--- src/rtl/bpa_pkg.sv ---
package bpa_pkg;

    localparam int OP_W   = 3;
    localparam int ADDR_W = 22;
    localparam int END_W  = 23;
    localparam int LEN_W  = 23;
    localparam int ASH_W  = 5;
    localparam int ST_W   = 3;

    localparam logic [OP_W-1:0] OP_MARK_FREE     = 3'd0;
    localparam logic [OP_W-1:0] OP_RESERVE       = 3'd1;
    localparam logic [OP_W-1:0] OP_ALLOC_FIXED   = 3'd2;
    localparam logic [OP_W-1:0] OP_ALLOC_ALIGNED = 3'd3;
    localparam logic [OP_W-1:0] OP_FREE          = 3'd4;

    localparam logic [ST_W-1:0] ST_OK        = 3'd0;
    localparam logic [ST_W-1:0] ST_UNALIGNED = 3'd1;
    localparam logic [ST_W-1:0] ST_RANGE     = 3'd2;
    localparam logic [ST_W-1:0] ST_BUSY      = 3'd3;
    localparam logic [ST_W-1:0] ST_BADALIGN  = 3'd4;

    typedef struct packed {
        logic [OP_W-1:0]   opcode;
        logic [ADDR_W-1:0] address;
        logic [END_W-1:0]  end_address;
        logic [LEN_W-1:0]  length;
        logic [ASH_W-1:0]  align_shift;
    } bpa_cmd_t;

    typedef struct packed {
        logic [ADDR_W-1:0] result_address;
        logic [ST_W-1:0]   status;
    } bpa_res_t;

endpackage

--- src/rtl/bpa_ram.sv ---
module bpa_ram #(
    parameter int WIDTH = 1,
    parameter int DEPTH = 1024
) (
    input  logic                     clk,
    input  logic                     we,
    input  logic [$clog2(DEPTH)-1:0] waddr,
    input  logic [WIDTH-1:0]         wdata,
    input  logic [$clog2(DEPTH)-1:0] raddr,
    output logic [WIDTH-1:0]         rdata
);

    logic [WIDTH-1:0] mem_reg [DEPTH];
    logic [WIDTH-1:0] rd_data_reg;

    always_ff @(posedge clk)
    begin
        if (we)
        begin
            mem_reg[waddr] <= wdata;
        end
        rd_data_reg <= mem_reg[raddr];
    end

    assign rdata = rd_data_reg;

endmodule

--- src/rtl/page_bitmap_allocator.sv ---
// A rejected request or undefined opcode goes straight to the result. Mark free, reserve and
// free write their pages; a fixed allocation reads its pages and then writes them, stopping
// at the first page in use, and an aligned one reads each candidate run until one is free and
// then writes it, with a candidate that overruns the store ending the search.
// cmd_ready rises in the same cycle as result valid; a held result stalls the final step.
// Reset: a clearing pass marks every page free, with cmd_ready low.
module page_bitmap_allocator
    import bpa_pkg::*;
#(
    parameter int NUM_PAGES       = 1024,
    parameter int PAGE_SHIFT_BITS = 12
) (
    input  logic     clk,
    input  logic     rst_n,
    input  logic     cmd_valid,
    output logic     cmd_ready,
    input  bpa_cmd_t cmd,
    output logic     res_valid,
    input  logic     res_ready,
    output bpa_res_t res
);

    localparam int AW    = $clog2(NUM_PAGES);
    localparam int NP_W  = $clog2(NUM_PAGES + 1);
    localparam int PG_W  = 24 - PAGE_SHIFT_BITS;
    localparam int CNT_W = ((PG_W > NP_W) ? PG_W : NP_W) + 1;
    localparam logic [CNT_W-1:0] NUM_C = CNT_W'(NUM_PAGES);

    typedef enum logic [2:0] {
        S_CLEAR,
        S_IDLE,
        S_DECODE,
        S_CAND,
        S_CHECK,
        S_FILL,
        S_FINISH
    } state_t;

    state_t            state_reg, state_next;
    logic [CNT_W-1:0]  ptr_reg, ptr_next;
    logic [CNT_W-1:0]  lo_reg, lo_next;
    logic [CNT_W-1:0]  hi_reg, hi_next;
    logic [CNT_W-1:0]  cand_reg, cand_next;
    logic [CNT_W-1:0]  step_reg, step_next;
    logic [CNT_W-1:0]  first_reg, first_next;
    logic [CNT_W-1:0]  n_reg, n_next;
    logic [CNT_W-1:0]  stop_reg, stop_next;
    logic [OP_W-1:0]   op_reg, op_next;
    logic [ADDR_W-1:0] addr_reg, addr_next;
    logic [ASH_W-1:0]  ash_reg, ash_next;
    logic              unal_reg, unal_next;
    logic              fill_val_reg, fill_val_next;
    logic              rd_pend_reg, rd_pend_next;
    logic [ADDR_W-1:0] res_addr_reg, res_addr_next;
    logic [ST_W-1:0]   st_reg, st_next;
    logic              res_valid_reg, res_valid_next;
    bpa_res_t          res_data_reg, res_data_next;

    logic [CNT_W-1:0]  sum_first;
    logic [CNT_W-1:0]  sum_cand;
    logic [CNT_W-1:0]  stop_clip;
    logic [CNT_W-1:0]  sum_clip;
    logic [ASH_W-1:0]  k;
    logic [CNT_W+PAGE_SHIFT_BITS-1:0] lo_bytes;

    logic              ram_we;
    logic              ram_wdata;
    logic [0:0]        ram_rdata;

    assign sum_first = first_reg + n_reg;
    assign sum_cand  = cand_reg + n_reg;
    assign stop_clip = (stop_reg > NUM_C) ? NUM_C : stop_reg;
    assign sum_clip  = (sum_first > NUM_C) ? NUM_C : sum_first;
    assign k         = ash_reg - ASH_W'(PAGE_SHIFT_BITS);
    assign lo_bytes  = {lo_reg, {PAGE_SHIFT_BITS{1'b0}}};

    assign ram_we    = (state_reg == S_CLEAR) || ((state_reg == S_FILL) && (ptr_reg < hi_reg));
    assign ram_wdata = (state_reg == S_CLEAR) ? 1'b0 : fill_val_reg;

    bpa_ram #(
        .WIDTH (1),
        .DEPTH (NUM_PAGES)
    ) u_bpa_ram (
        .clk   (clk),
        .we    (ram_we),
        .waddr (ptr_reg[AW-1:0]),
        .wdata (ram_wdata),
        .raddr (ptr_reg[AW-1:0]),
        .rdata (ram_rdata)
    );

    always_comb
    begin
        state_next     = state_reg;
        ptr_next       = ptr_reg;
        lo_next        = lo_reg;
        hi_next        = hi_reg;
        cand_next      = cand_reg;
        step_next      = step_reg;
        first_next     = first_reg;
        n_next         = n_reg;
        stop_next      = stop_reg;
        op_next        = op_reg;
        addr_next      = addr_reg;
        ash_next       = ash_reg;
        unal_next      = unal_reg;
        fill_val_next  = fill_val_reg;
        rd_pend_next   = rd_pend_reg;
        res_addr_next  = res_addr_reg;
        st_next        = st_reg;
        res_valid_next = res_valid_reg;
        res_data_next  = res_data_reg;

        if (res_valid_reg && res_ready)
        begin
            res_valid_next = 1'b0;
        end

        case (state_reg)
            S_CLEAR:
            begin
                if (ptr_reg == NUM_C - CNT_W'(1))
                begin
                    ptr_next   = '0;
                    state_next = S_IDLE;
                end
                else
                begin
                    ptr_next = ptr_reg + CNT_W'(1);
                end
            end

            S_IDLE:
            begin
                if (cmd_valid)
                begin
                    op_next       = cmd.opcode;
                    addr_next     = cmd.address;
                    ash_next      = cmd.align_shift;
                    unal_next     = |cmd.address[PAGE_SHIFT_BITS-1:0];
                    first_next    = CNT_W'(cmd.address >> PAGE_SHIFT_BITS);
                    stop_next     = CNT_W'(cmd.end_address >> PAGE_SHIFT_BITS);
                    n_next        = CNT_W'(cmd.length >> PAGE_SHIFT_BITS)
                                  + CNT_W'(|cmd.length[PAGE_SHIFT_BITS-1:0]);
                    res_addr_next = '0;
                    st_next       = ST_OK;
                    state_next    = S_DECODE;
                end
            end

            S_DECODE:
            begin
                case (op_reg)
                    OP_MARK_FREE, OP_RESERVE:
                    begin
                        if (unal_reg)
                        begin
                            st_next    = ST_UNALIGNED;
                            state_next = S_FINISH;
                        end
                        else
                        begin
                            ptr_next      = first_reg;
                            hi_next       = stop_clip;
                            fill_val_next = op_reg[0];
                            state_next    = S_FILL;
                        end
                    end

                    OP_FREE:
                    begin
                        if (unal_reg)
                        begin
                            st_next    = ST_UNALIGNED;
                            state_next = S_FINISH;
                        end
                        else
                        begin
                            ptr_next      = first_reg;
                            hi_next       = sum_clip;
                            fill_val_next = 1'b0;
                            state_next    = S_FILL;
                        end
                    end

                    OP_ALLOC_FIXED:
                    begin
                        if (unal_reg)
                        begin
                            st_next    = ST_UNALIGNED;
                            state_next = S_FINISH;
                        end
                        else if (sum_first > NUM_C)
                        begin
                            st_next    = ST_RANGE;
                            state_next = S_FINISH;
                        end
                        else
                        begin
                            lo_next      = first_reg;
                            ptr_next     = first_reg;
                            hi_next      = sum_first;
                            rd_pend_next = 1'b0;
                            state_next   = S_CHECK;
                        end
                    end

                    OP_ALLOC_ALIGNED:
                    begin
                        if (ash_reg < ASH_W'(PAGE_SHIFT_BITS))
                        begin
                            st_next    = ST_BADALIGN;
                            state_next = S_FINISH;
                        end
                        else if (k >= ASH_W'(NP_W))
                        begin
                            // alignment beyond the store: no candidate at all
                            st_next    = ST_BUSY;
                            state_next = S_FINISH;
                        end
                        else
                        begin
                            step_next  = CNT_W'(1) << k;
                            cand_next  = CNT_W'(1) << k;
                            state_next = S_CAND;
                        end
                    end

                    default:
                    begin
                        state_next = S_FINISH;
                    end
                endcase
            end

            S_CAND:
            begin
                // later candidates only sit higher, so an overrun ends the search
                if ((cand_reg >= NUM_C) || (sum_cand > NUM_C))
                begin
                    st_next    = ST_BUSY;
                    state_next = S_FINISH;
                end
                else
                begin
                    lo_next      = cand_reg;
                    ptr_next     = cand_reg;
                    hi_next      = sum_cand;
                    rd_pend_next = 1'b0;
                    state_next   = S_CHECK;
                end
            end

            S_CHECK:
            begin
                if (rd_pend_reg && ram_rdata[0])
                begin
                    rd_pend_next = 1'b0;
                    if (op_reg == OP_ALLOC_FIXED)
                    begin
                        st_next    = ST_BUSY;
                        state_next = S_FINISH;
                    end
                    else
                    begin
                        cand_next  = cand_reg + step_reg;
                        state_next = S_CAND;
                    end
                end
                else if (ptr_reg < hi_reg)
                begin
                    ptr_next     = ptr_reg + CNT_W'(1);
                    rd_pend_next = 1'b1;
                end
                else
                begin
                    rd_pend_next  = 1'b0;
                    ptr_next      = lo_reg;
                    fill_val_next = 1'b1;
                    res_addr_next = (op_reg == OP_ALLOC_FIXED) ? addr_reg
                                                               : lo_bytes[ADDR_W-1:0];
                    state_next    = S_FILL;
                end
            end

            S_FILL:
            begin
                if (ptr_reg < hi_reg)
                begin
                    ptr_next = ptr_reg + CNT_W'(1);
                end
                else
                begin
                    state_next = S_FINISH;
                end
            end

            S_FINISH:
            begin
                if (!res_valid_reg || res_ready)
                begin
                    res_data_next.result_address = res_addr_reg;
                    res_data_next.status         = st_reg;
                    res_valid_next               = 1'b1;
                    state_next                   = S_IDLE;
                end
            end

            default:
            begin
                state_next = S_IDLE;
            end
        endcase
    end

    always_ff @(posedge clk or negedge rst_n)
    begin
        if (!rst_n)
        begin
            state_reg     <= S_CLEAR;
            ptr_reg       <= '0;
            lo_reg        <= '0;
            hi_reg        <= '0;
            cand_reg      <= '0;
            step_reg      <= '0;
            first_reg     <= '0;
            n_reg         <= '0;
            stop_reg      <= '0;
            op_reg        <= '0;
            addr_reg      <= '0;
            ash_reg       <= '0;
            unal_reg      <= 1'b0;
            fill_val_reg  <= 1'b0;
            rd_pend_reg   <= 1'b0;
            res_addr_reg  <= '0;
            st_reg        <= ST_OK;
            res_valid_reg <= 1'b0;
            res_data_reg  <= '0;
        end
        else
        begin
            state_reg     <= state_next;
            ptr_reg       <= ptr_next;
            lo_reg        <= lo_next;
            hi_reg        <= hi_next;
            cand_reg      <= cand_next;
            step_reg      <= step_next;
            first_reg     <= first_next;
            n_reg         <= n_next;
            stop_reg      <= stop_next;
            op_reg        <= op_next;
            addr_reg      <= addr_next;
            ash_reg       <= ash_next;
            unal_reg      <= unal_next;
            fill_val_reg  <= fill_val_next;
            rd_pend_reg   <= rd_pend_next;
            res_addr_reg  <= res_addr_next;
            st_reg        <= st_next;
            res_valid_reg <= res_valid_next;
            res_data_reg  <= res_data_next;
        end
    end

    assign cmd_ready = (state_reg == S_IDLE);
    assign res_valid = res_valid_reg;
    assign res       = res_data_reg;

endmodule

--- config.mk ---
export PLATFORM = sky130hd
export DESIGN_NAME = page_bitmap_allocator
export DESIGN_NICKNAME = d
export VERILOG_FILES = /design/src/rtl/bpa_pkg.sv /design/src/rtl/bpa_ram.sv /design/src/rtl/page_bitmap_allocator.sv
export SDC_FILE = /design/constraint.sdc
export NUM_CORES = 2
export LEC_CHECK = 0
export BUFFER_PORTS_ARGS = -buffer_cell sky130_fd_sc_hd__buf_4
export CORE_MARGIN = 10
export CORE_UTILIZATION = 51
export CTS_BUF_LIST = sky130_fd_sc_hd__clkbuf_2
export DETAILED_ROUTE_END_ITERATION = 8
export PLACE_DENSITY_LB_ADDON = 0.1
export SLEW_MARGIN = 25
export SYNTH_ARGS = -nofsm -noshare
export SYNTH_HDL_FRONTEND = slang
export SYNTH_SLANG_ARGS = --single-unit
export TNS_END_PERCENT = 50
--- constraint.sdc ---
create_clock -name clk -period 27.9 [get_ports clk]
set_input_delay 5.58 -clock clk [delete_from_list [all_inputs] [get_ports clk]]
set_output_delay 5.58 -clock clk [all_outputs]
set_load 0.01 [all_outputs]
Word-level counts from Yosys, hierarchy flattened
Memory sizes are Yosys's and may differ from the RTL's. A register that Yosys moved wholly into a read port is not among the register bits.
Index checks and enable logic that the tools add are counted.
{"block": "totals", "register_bits": 186, "ramBits": 1024, "output_inout_bits": 27, "elab_cells": 187, "n_memories": 1}
{"block": "op_classes", "addsub": 6, "n_lt_le_gt_ge": 7, "eq_ne": 42, "n_shift": 1, "mux": 77, "n_bitwise": 2, "reduce_logical": 31}
{"memory": "u_bpa_ram.mem_reg", "words": 1024, "width": 1, "rd": 1, "rd_clocked_by_memory_dff": 1, "wr": 1, "line_no": "bpa_ram.sv:13", "source": "logic [WIDTH-1:0] mem_reg [DEPTH];"}
{"cell": "$mux 13", "count": 20}
{"cell": "$pmux 13 s2", "count": 4}
{"cell": "$mux 22", "count": 4}
{"cell": "$pmux 13 s5", "count": 1}
{"cell": "$mux 3", "count": 18}
{"cell": "$pmux 22 s2", "count": 1}
{"cell": "$pmux 13 s3", "count": 1}
{"cell": "$ne 2x2->1 const B", "count": 16}
{"cell": "$add 13x13->13", "count": 2}
{"cell": "$gt 13x11->1 const B", "count": 2}
{"cell": "$ne 3x3->1 const B", "count": 8}
{"cell": "$reduce_or 12->1", "count": 2}
{"cell": "$pmux 3 s7", "count": 1}
{"cell": "$pmux 3 s3", "count": 2}
{"cell": "$mux 1", "count": 16}
{"cell": "$reduce_and 5->1", "count": 3}
{"cell": "$add 10x13->13", "count": 1}
{"cell": "$add 13x1->13 const B", "count": 1}
{"cell": "$eq 13x10->1 const B", "count": 1}
{"cell": "$ge 13x11->1 const B", "count": 1}
{"cell": "$lt 13x13->1", "count": 1}
{"cell": "$shl 1x5->13 const A", "count": 1}
{"cell": "$add 11x1->12", "count": 1}
{"cell": "$eq 3x2->1 const B", "count": 4}
{"cell": "32 further kinds", "count": 54}

Logic depth before layout (Yosys ltp)
{"block": "depth", "word_depth": 6, "mapped_depth": 15, "mapped_depth_nobuf": 12}

Hierarchy
From an unflattened synthesis, not the netlist that was laid out.
{"block": "hier_totals", "cells_unflattened": 4227, "area_unflattened_um2": 55206.7}
{"mod": "bpa_ram", "instances": 1, "cells_per_inst": 3112, "area_each_um2": 44656.6, "seq_area_each_um2": 30769.5}
{"mod": "page_bitmap_allocator", "instances": 1, "cells_per_inst": 1115, "area_each_um2": 10550.1, "seq_area_each_um2": 4379.2}

Worst setup path before layout
Ideal clock, no wire load.
{"block": "synth_timing", "path_type": "register to register", "startpoint": "register state_reg[0]", "endpoint": "memory u_bpa_ram.mem_reg[0] (data pin)", "t_arrival_ns": 15.372, "slack_ns": 9.507, "path_stages_with_launch": 7, "n_path_buf": 5, "period_less_slack_ns": 18.393, "cell_sequence": "dfrtp_1 clkbuf_1 clkbuf_1 buf_1 buf_1 clkbuf_1 o31a_1"}
{"block": "synth_via", "elab_chain_len": 2}
{"item": "start: declaration", "line_no": "page_bitmap_allocator.sv:39", "source": "state_t state_reg, state_next;"}
{"item": "start signal: assignment", "line_no": "page_bitmap_allocator.sv:342", "source": "state_reg <= state_next;"}
{"item": "$logic_not 3->1", "line_no": "page_bitmap_allocator.sv:78", "source": "assign ram_wdata = (state_reg == S_CLEAR) ? 1'b0 : fill_val_reg;"}
{"item": "$mux 1", "line_no": "page_bitmap_allocator.sv:78"}
{"item": "net ram_wdata", "line_no": "page_bitmap_allocator.sv:67", "source": "logic ram_wdata;"}
{"item": "end: declaration", "line_no": "bpa_ram.sv:13"}
The timed path passes the listed nets, and every way through them passes these cells.

Worst setup path in the final report
{"block": "layout_timing", "startpoint": "register state_reg[2]", "endpoint": "output cmd_ready"}
{"block": "layout_via", "elab_chain_len": 1}
{"item": "$eq 3x1->1", "line_no": "page_bitmap_allocator.sv:364", "source": "assign cmd_ready = (state_reg == S_IDLE);"}
{"item": "end: declaration", "line_no": "page_bitmap_allocator.sv:16", "source": "output logic cmd_ready,"}
No other way between the ends.

==> key figures <==
STA
  – Final Hold Vio Count: 0
  – FMAX: 117 MHz
  – Tcrit/Tclk final: between 30% and 40%
  – Final setup TNS: 0 ns
  – Fin worst setup slack: around 19 ns
  – Setup-failing EPs final: 0
  – RSZ-0062 raised after global routing: no
  – Slew Limit Fails: 0
  – Worst clock skew: 0.130 ns
  – Tmin final: 8.56 ns
  – Relative slew slack: 24.2%
  – Worst slew pin tran: between 1 and 1.5 ns

CTS
  – Clock Latency Late Sink: 1.58 ns
  – Setup bufs post-CTS: 0
  – CTS hold repair buffers: 0
  – CTS tree: built
  – Root cell of the clock tree: clkbuf_2
  – Num CTS Buffers: 328
  – H-tree depth: 5
  – Deepest clock path buffer count: 4
  – Clock edge transition at the registers on the reported setup and hold paths: approximately 0.12 ns
  – Post-CTS Resized: 0
  – CTS sink cnt: 1,200

Synthesis
  – Netlist Area Pre-Place: roughly 54,000 um2
  – Register area share after synthesis: about two thirds
  – Synth Instances: roughly 4.2k
  – EDFF count, synth: 1,024
  – Synth async-reset ratio: between 10% and 20%
  – Synth area leaders: edfxtp_1, dfrtp_1, nor2_1, mux4_2, mux2i_1
  – Library cells used by synthesis: 86
  – Largest area contributor in the netlist: edfxtp_1
  – Top cell type's share of synthesized area: 56.8%
  – FF+latch count, synth: ~1.2k
  – Post-Syn Area per Cell: between 10 and 15 um2
  – Main synth FF type: edfxtp_1
  – YS warnings: 0
  – Post-synth net total: 4,322

Flow run
  – Max cap viols: 0

Critical path
  – Crit path kind: register to output pin
  – Worst EP required: 22.32 ns
  – CP endpoint kind: output pin
  – WP data arrival: ~3 ns
  – Critical path startpoint category: register
  – Critical Path Fanout Max: 23
  – R2R cell count: 11

GRT
  – Grt ovf: 0
  – Largest net degree at the start of global routing: 257
  – Total track usage: approximately 25%
  – Global-route wire length before repair: roughly 220,000 um
  – Initial antenna violation count: 3
  – Vias in the first global route: 35.2k

Pwr
  – Leak Pwr: 19.9 nW
  – PwrDens: 97.0 nW/um2
  – Worst vdd ir: 102 uV
  – Power, Total: 5.72 mW

Place
  – GPL Wtd Cong: 0.861
  – Pre-CTS setup slack: 20.20 ns
  – I/O Buffers: 94
  – DP HPWL: 83,000 um

Drt
  – Remaining DRCs: 0
  – Initial drt markers: 3,968
  – Drt pass-1 iters: 6
  – Final wirelength: between 150,000 and 200,000 um
  – DR WL/cell: 25.5 um
  – Drt via density: 6.03
  – DR vias: 35.8k
  – Routed Antenna Nets: 0

Layout
  – Nets: approximately 4.5k
  – Commonest cells after routing, fill and taps aside: nor2_1, edfxtp_1, clkbuf_2
  – Area grow syn2layout: 9.00%
  – Commonest non-fill, non-tap cell in the layout: nor2_1
  – Share of cells above drive strength 1: 22.4%
  – Number of flip-flops in the largest register: 1,024

Min path
  – WHS Path Cells: 2
  – Min-Delay Path Class: register to register

Floorplanning
  – Core Footprint: 105,000 um2
  – Standard-cell row count: between 100 and 150
  – Die area: 120,000 um2
  – Die width: 346 um
  – Die Span Y: 346 um
  – # IOs: 107
  – Starting density of the core: 51.4%

Run status
  – Status: finished, final reports clean
where the power goes:
part / internal, mW / switching (mW)
sequential: 2.33 / 0.138
combinational: 0.710 / 1.33
clock: 0.506 / 0.710
total: 3.55 / 2.17
kinds of logic after synthesis:
logic type / after synthesis / synth area share [%]
muxes: 466 / 12.5
DFF: 1200 / 64.9
buffers and inverters: 400 / 2.95
and+or+nand+nor: 1558 / 11.8
adders and majority gates: 58 / 1.38
AOI/OAI and AO/OA: 476 / 5.97
xor gates and xnor gates: 27 / 0.437
worst paths after layout:
kind | slack (ns) | start | endpoint
max | 19.34 | state_reg[2] | cmd_ready
min | 0.48 | res_addr_reg[20] | res_addr_reg[20]
max reg2reg | 22.82 | ptr_reg[1] | u_bpa_ram.rdata
min reg2reg | 0.48 | res_addr_reg[20] | res_addr_reg[20]
max in group asynchronous | 22.48 | rst_n | addr_reg[9]
min in group asynchronous | 3.92 | rst_n | hi_reg[1]
Yosys cell counts (all sizes together) (7+ instances only):
library cell	number
edfxtp	1024
a211oi	7
nor2	1114
and2	11
buf	60
a31oi	16
a21oi	75
or4	7
or3	9
mux2i	216
nand4	34
or2	7
nand2b	15
o22ai	99
xnor2	13
mux2	90
a21o	18
nor3	51
a221oi	17
nor2b	9
o21a	8
o21ai	76
mux4	160
clkbuf	294
dfrtp	175
nand2	196
nand3	46
o31ai	22
o2111ai	7
and3	10
xor2	14
nor4	37
inv	44
a22o	23
ha	54
a22oi	56
stage by stage:
stage | utilization, % | hold WS, ns | cells | area (um2)
finish | 56.0 | 0.480 | 5942 | 59000
global route | 56.0 | 0.503 | 5941 | 59000
CTS | 55.8 | 0.489 | 5932 | 58900
detailed placement | 53.2 | 0.466 | 5403 | 56100
global placement | 53.2 | 0.461 | 5403 | 56100
floorplan | - | 0.443 | 4185 | 54100
layout make-up:
| cell class | instances | area (um2) |
|---|---|---|
| Timing Repair Buffer | 183 | 1480 |
| Fill cell | 9089 | 46400 |
| Inverter | 46 | 173 |
| Antenna cell | 8 | 20.0 |
| Sequential cell | 1200 | 35200 |
| Multi-Input combinational cell | 2585 | 17700 |
| Tap cell | 1391 | 1740 |
| Clock buffer | 469 | 2350 |
| Clock inverter | 60 | 410 |
critical path: stages (launching register included):
cell	delay (ns)
dfrtp_1	0.81
nor2_1	0.23
and2_1	0.25
buf_4	0.15
routing by layer:
metal	up-vias	routed length (um)	track usage (%)
met5	-	13	0
met4	2	4850	9.66
met3	335	11600	4.65
met2	1510	72600	40.2
met1	18137	62600	33.5
li1	15856	-	-
(Power assumes the default switching activity.)
